<file path="config.mk">
export PLATFORM = sky130hd
export DESIGN_NAME = spbo_front
export DESIGN_NICKNAME = d
export VERILOG_FILES = /design/src/sv/spbo_pkg.sv /design/src/sv/spbo_front.sv
export SDC_FILE = /design/constraint.sdc
export NUM_CORES = 1
export LEC_CHECK = 0
export BUFFER_PORTS_ARGS = -buffer_cell sky130_fd_sc_hd__buf_2
export CELL_PAD_IN_SITES_DETAIL_PLACEMENT = 0
export CELL_PAD_IN_SITES_GLOBAL_PLACEMENT = 1
export CORE_ASPECT_RATIO = 0.9
export CORE_MARGIN = 2
export CORE_UTILIZATION = 23
export DETAILED_ROUTE_END_ITERATION = 10
export PLACE_DENSITY = 0.87
export SETUP_SLACK_MARGIN = 0.2
export SLEW_MARGIN = 15
export SYNTH_ARGS = -nofsm -noshare
export SYNTH_HDL_FRONTEND = slang
export SYNTH_SLANG_ARGS = --single-unit
</file>
<file path="constraint.sdc">
create_clock -name vclk -period 3.8
set_clock_uncertainty 0.1 [all_clocks]
set_input_delay 0.76 -clock vclk [all_inputs]
set_output_delay 0.76 -clock vclk [all_outputs]
set_load 0.05 [all_outputs]
</file>
<file path="src/sv/spbo_pkg.sv">
`timescale 1ns / 1ps
`default_nettype none
package spbo_pkg;

	localparam int ENTRIES     = 64;
	localparam int IDX_W       = $clog2(ENTRIES);
	localparam int LEN_W       = IDX_W + 1;
	localparam int MAX_RESULTS = 63;
	localparam int CNT_W       = 6;
	localparam int QUEUE_DEPTH = 2;

	localparam int COORD_W = 16;
	localparam int SIZE_W  = 15;
	localparam int LO_W    = COORD_W + 1;
	localparam int HI_W    = COORD_W + 2;

	localparam int IN_DATA_W  = 112;
	localparam int OUT_DATA_W = 8;
	localparam int CFG_W      = 7;

	localparam logic [LEN_W-1:0] LEN_MAX = LEN_W'(ENTRIES);
	localparam logic [LEN_W-1:0] LEN_MIN = LEN_W'(2);

	localparam logic OP_WRITE = 1'b0;
	localparam logic OP_QUERY = 1'b1;

	localparam logic CFG_LIST_LENGTH  = 1'b0;
	localparam logic CFG_IGNORED_KIND = 1'b1;

	localparam logic [1:0] STATUS_ACTIVE = 2'd0;
	localparam logic [1:0] STATUS_DELETE = 2'd1;

	typedef struct packed {
		logic [1:0] kind;
		logic [1:0] status;
		logic       collidable;
		logic       present;
	} flags_t;

	// command from the front, left/top edges already summed
	typedef struct packed {
		logic                    op;
		logic [IDX_W-1:0]        idx;
		logic signed [LO_W-1:0]  left_x;
		logic signed [LO_W-1:0]  top_y;
		logic [SIZE_W-1:0]       width;
		logic [SIZE_W-1:0]       height;
		flags_t                  flags;
	} cmd_t;

	// one table entry as stored in the ram
	typedef struct packed {
		logic signed [LO_W-1:0] left_x;
		logic signed [HI_W-1:0] right_x;
		logic signed [LO_W-1:0] top_y;
		logic signed [HI_W-1:0] bottom_y;
		flags_t                 flags;
	} entry_t;

	typedef struct packed {
		logic             found;
		logic [IDX_W-1:0] partner;
		logic             handles;
		logic             last;
	} res_t;

endpackage
`default_nettype wire

</file>
<file path="src/sv/spbo_front.sv">
`timescale 1ns / 1ps
`default_nettype none
module spbo_front
	import spbo_pkg::*;
(
	input  wire logic                 in_valid,
	output logic                      in_ready,
	input  wire logic [IN_DATA_W-1:0] in_data,
	input  wire logic                 in_op,
	output logic                      push_valid,
	input  wire logic                 push_ready,
	output cmd_t                      push_cmd
);

	logic [COORD_W-1:0] pos_x, pos_y, off_x, off_y;

	assign pos_x = in_data[21:6];
	assign pos_y = in_data[37:22];
	assign off_x = in_data[53:38];
	assign off_y = in_data[69:54];

	assign in_ready   = push_ready;
	assign push_valid = in_valid;

	// left/top edges: exact 17-bit signed sums of position and offset
	always_comb begin
		push_cmd                  = '0;
		push_cmd.op               = in_op;
		push_cmd.idx              = in_data[5:0];
		push_cmd.left_x           = {pos_x[COORD_W-1], pos_x} + {off_x[COORD_W-1], off_x};
		push_cmd.top_y            = {pos_y[COORD_W-1], pos_y} + {off_y[COORD_W-1], off_y};
		push_cmd.width            = in_data[84:70];
		push_cmd.height           = in_data[99:85];
		push_cmd.flags.present    = in_data[100];
		push_cmd.flags.collidable = in_data[101];
		push_cmd.flags.status     = in_data[103:102];
		push_cmd.flags.kind       = in_data[105:104];
	end

endmodule
`default_nettype wire

</file>
==> impl_metrics.toml <==
[route]
dr.pass1.iters = 4
via_count = 1808
drt_first_iter_violations = 84
wl_mm = 4.722
vias_per_cell = 4.684
drc_errors = 0
wl_per_cell_um = 12.23
drt.antenna.violating_nets = 0

[logic_synthesis]
yosysSeqAreaShare_pct = 0
synthCells = 229
syn_nets = 378
synth_area_sq_um = 1758
yosys_warnings = 0
avgSynthCellArea_sq_um = 7.677
synth_cell_type_count = 39

[outcome]
outcome = "finished, final reports clean"

[final_layout]
seq_area_sq_um = 0
nClkBuffers = 0
fin_cells = 386
syn2layout_area_growth_pct = 28.18
final_core_util_pct = 30.17
final_common_cell = "buf_2"
nFlopsAndLatches = 0
nets = 441
antenna_cells = 0
multi_input_area_sq_um = 1506
mostFrequentLayoutCells = "buf_2, ha_1, a21oi_1"
layout-drive-gt1-share_pct = 44.48
fill_cells = 805

[worst_setup_path]
cpMostUsedCell = "buf_6"
arrival_ns = 2.69
crit_slowest_cell = "fa_2"
end_kind = "output pin"
required_ns = 2.94
crit_chain = "buf_6 -> ha_4 -> fa_2 -> a21o_1 -> a221oi_4 -> or2_4 -> o311ai_4 -> a221oi_2 -> buf_6"
worst-setup-path-type = "in2out"
worstPathMaxFanout = 3
cpPeakStageDelay_ns = 0.36
critPathLaunchType = "primary input"

[global_routing]
grt_max_degree = 9
track_usage_pct = 10.39
antenna_found_initial = 0
grt.overflow.total = 0
grt_pass1_vias = 1698
grt_pass1_wl_mm = 7.293

[cts]
cts_hold_buf = 0

[worst_hold_path]
hold_path_class = "in2out"
hold_end = "push_cmd[10]"
worstHoldStart = "in_data[89]"
holdPathStages = 0

[sta]
rsz0062_at_grt = "false"
setup_viol = 0
worst_slew_pin_slew_ns = 0.4470
maxSlewViolCount = 0
max_freq_mhz = 281.9
hold_violations = 0
period_share_pct = 93.34
fin_crit_ns = 3.547
fin_tns_setup_ns = 0
slew_headroom_pct = 70.02

[die]
rows = 30
die_area_sq_um = 8360
io_pins = 194
core_area_sq_um = 7470
die_x_um = 96.16
initial_utilization_pct = 23.53
fp.dieH_um = 86.94

[placed_design]
dp_hpwl_mm = 4.106
io_buffers = 98
placedCellCount = 382
gp_congestion = 0.7693

[power_and_ir_drop]
vdd_drop_max_uv = 141.9
pwr_density_cell_nw_per_um2 = 311.0
total_leakage_power_nw = 1.122

[job]
maxCapViolCount = 0
==> routing by layer <==
layer  share of wire, %  global-route usage (%)  vias to the layer above
met5                  0                       0                        -
met4                1.4                   1.948                        0
met3                6.2                  0.9524                       10
met2                 51                   19.32                       56
met1                 41                   12.93                      825
li1                   -                       -                      917
==> critical path, delay by kind of cell <==
kind | cells | cell delay (ns)
buffers and inverters | 2 | 0.29
adders and majority gates | 2 | 0.52
and+or+nand+nor | 1 | 0.19
AOI/OAI and AO/OA | 4 | 0.93
==> metrics by stage <==
step,setup slack (ns),hold slack [ns],cell area [sq um],total power (W)
after floorplan,-0.02437,1.587,1812,0.0006381
after global placement,0.04564,1.420,2118,0.0006596
after detailed placement,0.01020,1.420,2118,0.0006665
after CTS,0.1990,1.420,2216,0.0006909
after global routing,0.1739,1.420,2253,0.0007456
final,0.2532,1.420,2253,0.0007008
==> logic make-up (layout without fill, tap and decap cells) <==
logic type                 Yosys count  after routing  share of synthesized area (%)
and+or+nand+nor                     42             42                          11.53
buffers and inverters               54            115                          21.14
muxes                                1              1                         0.5694
AOI/OAI and AO/OA                   70             70                          27.76
xor gates and xnor gates            28             28                          13.95
adders and majority gates           34             34                          25.05
==> Yosys cell counts (2+ instances only) <==
cell type | instances | area [sq um]
buf_4 | 45 | 337.8
ha_1 | 32 | 400.4
a21oi_1 | 24 | 120.1
xor2_1 | 15 | 131.4
nand2_1 | 14 | 52.55
xnor2_1 | 13 | 113.9
inv_1 | 8 | 30.03
nor2_1 | 8 | 30.03
o21ai_0 | 8 | 40.04
nand3_1 | 7 | 35.03
a21o_1 | 6 | 45.04
a31oi_1 | 4 | 25.02
nand4_1 | 4 | 25.02
o21ai_1 | 4 | 20.02
o21bai_1 | 4 | 30.03
a211oi_1 | 3 | 22.52
o211ai_1 | 3 | 22.52
a221oi_1 | 2 | 17.52
fa_1 | 2 | 40.04
nor2b_1 | 2 | 12.51
o221ai_1 | 2 | 17.52
o311a_1 | 2 | 20.02
==> what timing repair did <==
action / 4_1_cts / 5_1_grt
pin swaps: 8 / 4
endpoints found under the setup margin: 8 / 10
setup buffers: 3 / 1
gates resized for setup: 15 / 7
==> cell type report <==
type                       instances  share of cell area, %
multi-input combinational        175                  66.85
timing repair buffer             107                  26.49
inverter                           8                  1.333
tap                               96                  5.330
==> power by group <==
part	switching, W	internal, W	total, W
Combinational	0.000477	0.000224	0.000701
Clock	0	0	0
Sequential	0	0	0
==> how the worst max path moves through the flow <==
stage / depth (start not counted) / startpoint / slack, ns / end
after floorplan: 7 / in_data[6] / -0.02 / push_cmd[69]
after global placement: 9 / in_data[6] / 0.05 / push_cmd[69]
after detailed placement: 9 / in_data[6] / 0.01 / push_cmd[69]
after CTS: 10 / in_data[22] / 0.20 / push_cmd[46]
after global routing: 9 / in_data[38] / 0.17 / push_cmd[69]
final: 9 / in_data[38] / 0.25 / push_cmd[69]
(Power assumes the default switching activity.)
