$ cat config.mk
export PLATFORM = sky130hd
export DESIGN_NAME = spbo_queue
export DESIGN_NICKNAME = d
export VERILOG_FILES = /design/src/sv/spbo_pkg.sv /design/src/sv/spbo_queue.sv
export SDC_FILE = /design/constraint.sdc
export NUM_CORES = 1
export LEC_CHECK = 0
export ABC_CLOCK_PERIOD_IN_PS = 4500
export BUFFER_PORTS_ARGS = -buffer_cell sky130_fd_sc_hd__buf_2
export CAP_MARGIN = 5
export CORE_UTILIZATION = 47
export CTS_CLUSTER_SIZE = 25
export DETAILED_ROUTE_END_ITERATION = 6
export PLACE_DENSITY = 0.79
export SLEW_MARGIN = 20
export SYNTH_ARGS = -nofsm -noshare
export SYNTH_HDL_FRONTEND = slang
export SYNTH_SLANG_ARGS = --single-unit
export TNS_END_PERCENT = 100
$ cat constraint.sdc
create_clock -name clk -period 4.5 [get_ports clk]
set_input_delay 0 -clock clk [delete_from_list [all_inputs] [get_ports clk]]
set_output_delay 0 -clock clk [all_outputs]
set_load 0.02 [all_outputs]
$ cat src/sv/spbo_pkg.sv
`timescale 1ns / 1ps
`default_nettype none
package spbo_pkg;

	localparam int ENTRIES     = 64;
	localparam int IDX_W       = $clog2(ENTRIES);
	localparam int LEN_W       = IDX_W + 1;
	localparam int MAX_RESULTS = 63;
	localparam int CNT_W       = 6;
	localparam int QUEUE_DEPTH = 2;

	localparam int COORD_W = 16;
	localparam int SIZE_W  = 15;
	localparam int LO_W    = COORD_W + 1;
	localparam int HI_W    = COORD_W + 2;

	localparam int IN_DATA_W  = 112;
	localparam int OUT_DATA_W = 8;
	localparam int CFG_W      = 7;

	localparam logic [LEN_W-1:0] LEN_MAX = LEN_W'(ENTRIES);
	localparam logic [LEN_W-1:0] LEN_MIN = LEN_W'(2);

	localparam logic OP_WRITE = 1'b0;
	localparam logic OP_QUERY = 1'b1;

	localparam logic CFG_LIST_LENGTH  = 1'b0;
	localparam logic CFG_IGNORED_KIND = 1'b1;

	localparam logic [1:0] STATUS_ACTIVE = 2'd0;
	localparam logic [1:0] STATUS_DELETE = 2'd1;

	typedef struct packed {
		logic [1:0] kind;
		logic [1:0] status;
		logic       collidable;
		logic       present;
	} flags_t;

	// command from the front, left/top edges already summed
	typedef struct packed {
		logic                    op;
		logic [IDX_W-1:0]        idx;
		logic signed [LO_W-1:0]  left_x;
		logic signed [LO_W-1:0]  top_y;
		logic [SIZE_W-1:0]       width;
		logic [SIZE_W-1:0]       height;
		flags_t                  flags;
	} cmd_t;

	// one table entry as stored in the ram
	typedef struct packed {
		logic signed [LO_W-1:0] left_x;
		logic signed [HI_W-1:0] right_x;
		logic signed [LO_W-1:0] top_y;
		logic signed [HI_W-1:0] bottom_y;
		flags_t                 flags;
	} entry_t;

	typedef struct packed {
		logic             found;
		logic [IDX_W-1:0] partner;
		logic             handles;
		logic             last;
	} res_t;

endpackage
`default_nettype wire

$ cat src/sv/spbo_queue.sv
`timescale 1ns / 1ps
`default_nettype none
module spbo_queue
	import spbo_pkg::*;
(
	input  wire logic clk,
	input  wire logic arst_n,
	input  wire logic push_valid,
	output logic      push_ready,
	input  cmd_t      push_cmd,
	output logic      pop_valid,
	input  wire logic pop_ready,
	output cmd_t      pop_cmd
);

	localparam int PTR_W = $clog2(QUEUE_DEPTH);
	localparam int CNT_QW = PTR_W + 1;

	cmd_t              slot_q [QUEUE_DEPTH];
	logic [PTR_W-1:0]  wr_ptr_q, rd_ptr_q;
	logic [CNT_QW-1:0] fill_q;
	logic              do_push, do_pop;

	assign push_ready = (fill_q != CNT_QW'(QUEUE_DEPTH));
	assign pop_valid  = (fill_q != '0);
	assign pop_cmd    = slot_q[rd_ptr_q];
	assign do_push    = push_valid && push_ready;
	assign do_pop     = pop_valid && pop_ready;

	always_ff @(posedge clk) begin
		if (do_push) begin
			slot_q[wr_ptr_q] <= push_cmd;
		end
	end

	always_ff @(posedge clk or negedge arst_n) begin
		if (!arst_n) begin
			wr_ptr_q <= '0;
			rd_ptr_q <= '0;
			fill_q   <= '0;
		end else begin
			if (do_push) begin
				wr_ptr_q <= (wr_ptr_q == PTR_W'(QUEUE_DEPTH - 1)) ? '0 : wr_ptr_q + 1'b1;
			end
			if (do_pop) begin
				rd_ptr_q <= (rd_ptr_q == PTR_W'(QUEUE_DEPTH - 1)) ? '0 : rd_ptr_q + 1'b1;
			end
			if (do_push && !do_pop) begin
				fill_q <= fill_q + 1'b1;
			end else if (do_pop && !do_push) begin
				fill_q <= fill_q - 1'b1;
			end
		end
	end

endmodule
`default_nettype wire

==> flow_summary.yaml, run 1 <==
grt:
  grt_max_degree: 79
  first_global_vias: 3408
  grt_pass1_wl_um: 16790
  track_usage_pct: 18.00
  antenna_found_initial: 0
  grt_overflow: 0
logic_synthesis:
  yosys_warnings: 0
  yosys-top-cells-area: "edfxtp_1 (79%), mux2_2 (11%), mux2_4 (5.2%)"
  syn_area_mm2: 0.005831
  synth_nets: 340
  ys_seq_area_share_pct: 81.03
  yosysTopAreaCell: "edfxtp_1"
  synthDistinctLibCells: 15
  synth_top_area_share_pct: 79.31
  ys_seq_elements: 158
  synthCells: 258
  postSynthAreaPerCell_um2: 22.60
clock_network:
  cts_resized: 0
  numClockSinks: 158
  postCtsHoldBufs: 81
  htreeDepth: 4
  cts_buffers: 17
  cts_buffer_depth: 2
  post_cts_buffers: 0
  root_buffer: "clkbuf_16"
  worstSkewPairLatency_ps: 420
  clkTransAtPathRegs_ps: 60
  cts_tree: "built"
placement:
  hpwl_um: 6102
  dp.cells: 577
  gp_congestion: 0.6696
  dpl_cell_area_mm2: 0.006803
  io_buffers: 159
finish:
  fin_nets: 594
  layout-drive-gt1-share_pct: 51.91
  instances_no_fill: 692
  antenna_cells: 0
  syn2layout_area_growth_pct: 42.21
  fin_area_mm2: 0.008292
sta:
  tns_ps: 0
  slew_headroom_pct: 62.63
  period_share_pct: 46.21
  setup_violations: 0
  worst_pin_slew_ps: 559.2
  drv_slew: 0
  fmaxAchievable_ghz: 0.4809
  min_period_ps: 2079
  clock_skew_ps: 6.526
  hold_violations: 0
  rsz0062_at_grt: "false"
power:
  p_clk_share_pct: 27.3
  ir_drop_mv: 0.5381
  switching_share_pct: 30.68
  p_leak_nw: 3.204
  p_per_area_mw_per_mm2: 641.8
  p_int_w: 0.003689
  p_comb_share_pct: 32.0
  p_sw_w: 0.001633
  power_w: 0.005321
  pwr-share-seq_pct: 40.7
worst_setup_path:
  r2r-start: "fill_q[0]"
  r2r_cells: 4
  critPathMaxStageDelay_ps: 760
  rr_endpoint: "slot_q[0][30]"
  cp_slowest_cell: "dfrtp_4"
  crit_path_end_kind: "output pin"
  regToRegSetupSlack_ps: 2650
  cp-startpoint: "rd_ptr_q"
  required_ps: 4500
  crit_end: "pop_cmd[61]"
  critPathMaxFanout: 46
  crit_cells: 3
  path_delay_family: "flip-flops"
  critical_path_buf_inv_count: 2
  arrival_ps: 2080
  critPathKind: "reg -> out"
  cp-start-kind: "flop"
  crit_chain: "buf_16, mux2_2, buf_2"
die:
  core_mm2: 0.01206
  dieArea_mm2: 0.01286
  dieHeight_um: 113.4
  num_rows: 40
  start_util_pct: 48.34
  fp.dieW_um: 113.4
  ioPinCount: 160
routing:
  vias: 3259
  drt_first_pass_iters: 4
  wl_per_cell_um: 15.87
  routed_wl_um: 10980
  ant_nets: 0
  drt_iter0_markers: 158
  viasPerCell: 4.710
  drc: 0
worst_hold_path:
  hold_path.class: "in -> reg"
run_status:
  outcome: "completed"
run:
  drv_cap: 0
-- area by class of cell --
type | count | area [um^2]
Sequential cell | 158 | 4728
Fill cell | 753 | 3770
Timing Repair Buffer | 244 | 1702
Multi-Input combinational cell | 90 | 1045
Clock buffer | 19 | 432.9
Tap cell | 168 | 210.2
Clock inverter | 12 | 170.2
Inverter | 1 | 3.754
-- cell families (layout without fill, tap and decap cells) --
group	after synthesis	count (layout)	synth area share, %
DFF	158	158	81.03
muxes	77	77	16.16
buffers and inverters	10	276	1.266
and+or+nand+nor	7	7	0.5797
xor gates and xnor gates	5	5	0.7512
adders and majority gates	1	1	0.2146
-- per-stage QoR --
step,util (%),hold WS [ps],setup WS [ps]
floorplan,-,-295.6,1265
global placement,56.40,-192.0,2309
detailed placement,56.40,-190.1,2214
CTS,68.12,285.0,2205
global route,68.74,294.1,2309
finish,68.74,302.7,2421
-- worst reg2reg max path: stages, from the launching register on --
cell,delay (ps)
dfrtp_1,400
nand2b_1,180
nand2_1,150
nor2_4,470
buf_12,330
-- power by group through the flow --
stage	registers, W	clock network, W	logic [W]
after detailed placement	0.00229	0	0.00152
after floorplan	0.00212	0	0.00123
after global placement	0.00226	0	0.00150
after CTS	0.00226	0.00148	0.00158
final	0.00217	0.00145	0.00170
after global routing	0.00220	0.00154	0.00181
-- cells in the mapped netlist (all sizes together) --
| cell | instances |
|---|---|
| ha | 1 |
| and3 | 1 |
| mux2 | 77 |
| nor2 | 2 |
| nand2 | 2 |
| edfxtp | 154 |
| xnor2 | 3 |
| dfrtp | 4 |
| inv | 1 |
| xor2 | 2 |
| nand2b | 1 |
| buf | 9 |
| or2 | 1 |
-- worst min path at each step --
stage | to | start | depth (start not counted)
after floorplan | fill_q[0] | arst_n | 0
after global placement | fill_q[1] | arst_n | 1
after detailed placement | fill_q[0] | arst_n | 1
after CTS | slot_q[0][24] | push_cmd[24] | 2
after global routing | slot_q[1][26] | push_cmd[26] | 2
final | slot_q[0][55] | push_cmd[55] | 2
-- state kept, by name (all words and copies together), names as in the netlist --
signal    flops
slot_q      154
fill_q        2
rd_ptr_q      1
wr_ptr_q      1
-- placed cells by master, fill, tap and decap left out --
cell type / instances
xor2_1: 2
nor2_4: 1
buf_2: 159
clkinv_2: 3
dfrtp_4: 1
clkinv_1: 1
clkbuf_16: 17
nor2_1: 1
mux2_2: 57
nand2b_1: 1
ha_1: 1
buf_12: 2
edfxtp_1: 154
and3_4: 1
inv_1: 1
bufinv_16: 4
or2_2: 1
nand2_1: 2
xnor2_1: 3
clkbuf_1: 2
buf_16: 2
mux2_4: 20
clkinvlp_4: 3
dlygate4sd3_1: 81
dfrtp_1: 3
clkinv_4: 1
-- layer usage --
metal  share of wire (%)  global-route usage (%)  wire length [um]
met5                   0                       0                 0
met4                 1.9                   8.772               206
met3                 6.0                   5.845               660
met2                  52                   31.62              5735
met1                  40                   19.73              4380
Note: power is estimated with default switching activity, not from simulation.
==> inputs of run 2 (changes only) <==
--- a/config.mk
+++ b/config.mk
@@ -5,13 +5,13 @@
 export SDC_FILE = /design/constraint.sdc
 export NUM_CORES = 1
 export LEC_CHECK = 0
-export ABC_CLOCK_PERIOD_IN_PS = 4500
+export ABC_CLOCK_PERIOD_IN_PS = 2020
 export BUFFER_PORTS_ARGS = -buffer_cell sky130_fd_sc_hd__buf_2
 export CAP_MARGIN = 5
-export CORE_UTILIZATION = 47
+export CORE_UTILIZATION = 50
 export CTS_CLUSTER_SIZE = 25
 export DETAILED_ROUTE_END_ITERATION = 6
-export PLACE_DENSITY = 0.79
+export PLACE_DENSITY = 0.8
 export SLEW_MARGIN = 20
 export SYNTH_ARGS = -nofsm -noshare
 export SYNTH_HDL_FRONTEND = slang
==> constraint.sdc (replaced) <==
create_clock -name clk -period 2.02 [get_ports clk]
set_input_delay 0 -clock clk [delete_from_list [all_inputs] [get_ports clk]]
set_output_delay 0 -clock clk [all_outputs]
set_load 0.02 [all_outputs]
==> run 2 against run 1 <==
First-iteration DRC count decreased by 27%. Wire length about the same. Via count up 0.18%. Critical endpoint is now pop_cmd[62]. Clock-buffer cell count shrank 1.
==> flow_summary.yaml, run 2 (synthesis gave the netlist of run 1 again) <==
grt:
  track_usage_pct: 19.08
  antenna_found_initial: 0
  first_global_vias: 3486
  grt_pass1_wl_um: 16500
  grt_max_degree: 55
  grt_overflow: 0
clock_network:
  post_cts_buffers: 0
  cts_buffers: 17
  numClockSinks: 158
  cts_buffer_depth: 2
  clkTransAtPathRegs_ps: 60
  htreeDepth: 4
  cts_tree: "built"
  worstSkewPairLatency_ps: 410
  root_buffer: "clkbuf_16"
routing:
  wl_per_cell_um: 16.37
  viasPerCell: 4.866
  drt_first_pass_iters: 4
  routed_wl_um: 10990
  ant_nets: 0
  drt_iter0_markers: 115
  vias: 3265
  drc: 0
finish:
  fillerInstances: 676
  reg_top3: "slot_q x154, fill_q x2"
  multi_input_area_mm2: 0.001060
  fin_nets: 597
  final_common_cell: "buf_2"
  antenna_cells: 0
  top_register: "slot_q"
  final_core_util_pct: 72.27
  syn2layout_area_growth_pct: 40.92
  regArea_mm2: 0.004728
  largest_reg_flops: 154
  layout-drive-gt1-share_pct: 52.46
  layout_common_cells: "buf_2 (159), edfxtp_1 (154), dlygate4sd3_1 (81)"
sta:
  slew_headroom_pct: 78.75
  period_share_pct: 84.38
  drv_slew: 0
  min_period_ps: 1704
  hold_violations: 0
  fmaxAchievable_ghz: 0.5867
  setup_violations: 0
  fin_ws_ps: 315.5
  rsz0062_at_grt: "false"
  clock_skew_ps: 11.33
  worst_pin_slew_ps: 318.7
placement:
  io_buffers: 159
  hpwl_um: 6383
  gp_congestion: 0.6782
  place_ws_ps: 542.6
die:
  dieArea_mm2: 0.01210
  fp.dieW_um: 110.0
  num_rows: 39
  ioPinCount: 160
  dieHeight_um: 110.0
  core_mm2: 0.01137
  start_util_pct: 51.28
worst_setup_path:
  critPathMaxStageDelay_ps: 440
  r2r-start: "fill_q[0]"
  critPathKind: "reg -> out"
  required_ps: 2020
  critPathMaxFanout: 44
  crit_path_end_kind: "output pin"
  regToRegSetupSlack_ps: 500
  arrival_ps: 1700
  cp_slowest_cell: "dfrtp_4"
  r2r_cells: 6
  rr_endpoint: "fill_q[1]"
  cp-start-kind: "flop"
  crit_chain: "buf_12, mux2_2, buf_2"
power:
  p_leak_nw: 3.185
  ir_drop_mv: 1.031
  power_w: 0.01148
  p_per_area_mw_per_mm2: 1397
worst_hold_path:
  min_path_cells: 2
  whs_endpoint: "slot_q[0][55]"
  min_from: "push_cmd[55]"
  hold_path.class: "in -> reg"
run_status:
  outcome: "completed"
run:
  drv_cap: 0
run 2: cell count changes in the layout (fill, tap and decap cells not counted), moves of 2 or more:
cell	previous run	this run
bufinv_16	4	0
buf_12	2	5
inv_6	0	3
buf_16	2	0
buf_4	0	2
clkinv_1	1	3
run 2: cell type report:
type / instances / area share, %
multi-input cells: 90 / 12.90
clock inverters: 14 / 1.157
inverters: 1 / 0.04568
flip-flops and latches: 158 / 57.55
repair buffers: 247 / 20.95
well taps: 143 / 2.178
clock buffers: 18 / 5.223
run 2: critical path: cells and delay by family (launching register included):
kind                   cells  cell delay [ps]
buffers and inverters      2              420
muxes                      1              390
DFF                        1              440
run 2: what timing repair did:
action | 4_1_cts | 5_1_grt
setup endpoints to repair | 0 | 0
hold buffers | 81 | 0
resized for setup | 0 | 0
hold endpoints to repair | 160 | 0
run 2: report_power, final:
| part | switching [W] | internal [W] |
|---|---|---|
| combinational | 0.00226 | 0.00173 |
| sequential | 0.000210 | 0.00449 |
| clock | 0.00122 | 0.00157 |
run 2: worst max path at each step:
stage | startpoint | endpoint | slack (ps)
global placement | fill_q[0] | slot_q[1][39] | 590
CTS | rd_ptr_q | pop_cmd[76] | 300
global route | rd_ptr_q | pop_cmd[76] | 260
floorplan | fill_q[0] | slot_q[0][0] | -190
detailed placement | fill_q[0] | fill_q[1] | 540
finish | rd_ptr_q | pop_cmd[62] | 320
run 2: stage by stage:
step | instances | cell area, um^2 | setup TNS [ps] | hold WS [ps]
3_3_place_gp | 558 | 6882 | 0 | -186.5
5_1_grt | 671 | 8217 | 0 | 304.9
2_1_floorplan | 258 | 5854 | -15880 | -295.6
4_1_cts | 671 | 8217 | 0 | 292.2
3_5_place_dp | 558 | 6882 | 0 | -184.6
6_report | 671 | 8217 | 0 | 318.1
run 2: metal layers:
metal	GRT usage, %	share of wire (%)
met5	0	0
met1	19.61	37
met3	6.408	5.9
met2	34.55	55
met4	9.429	2.1
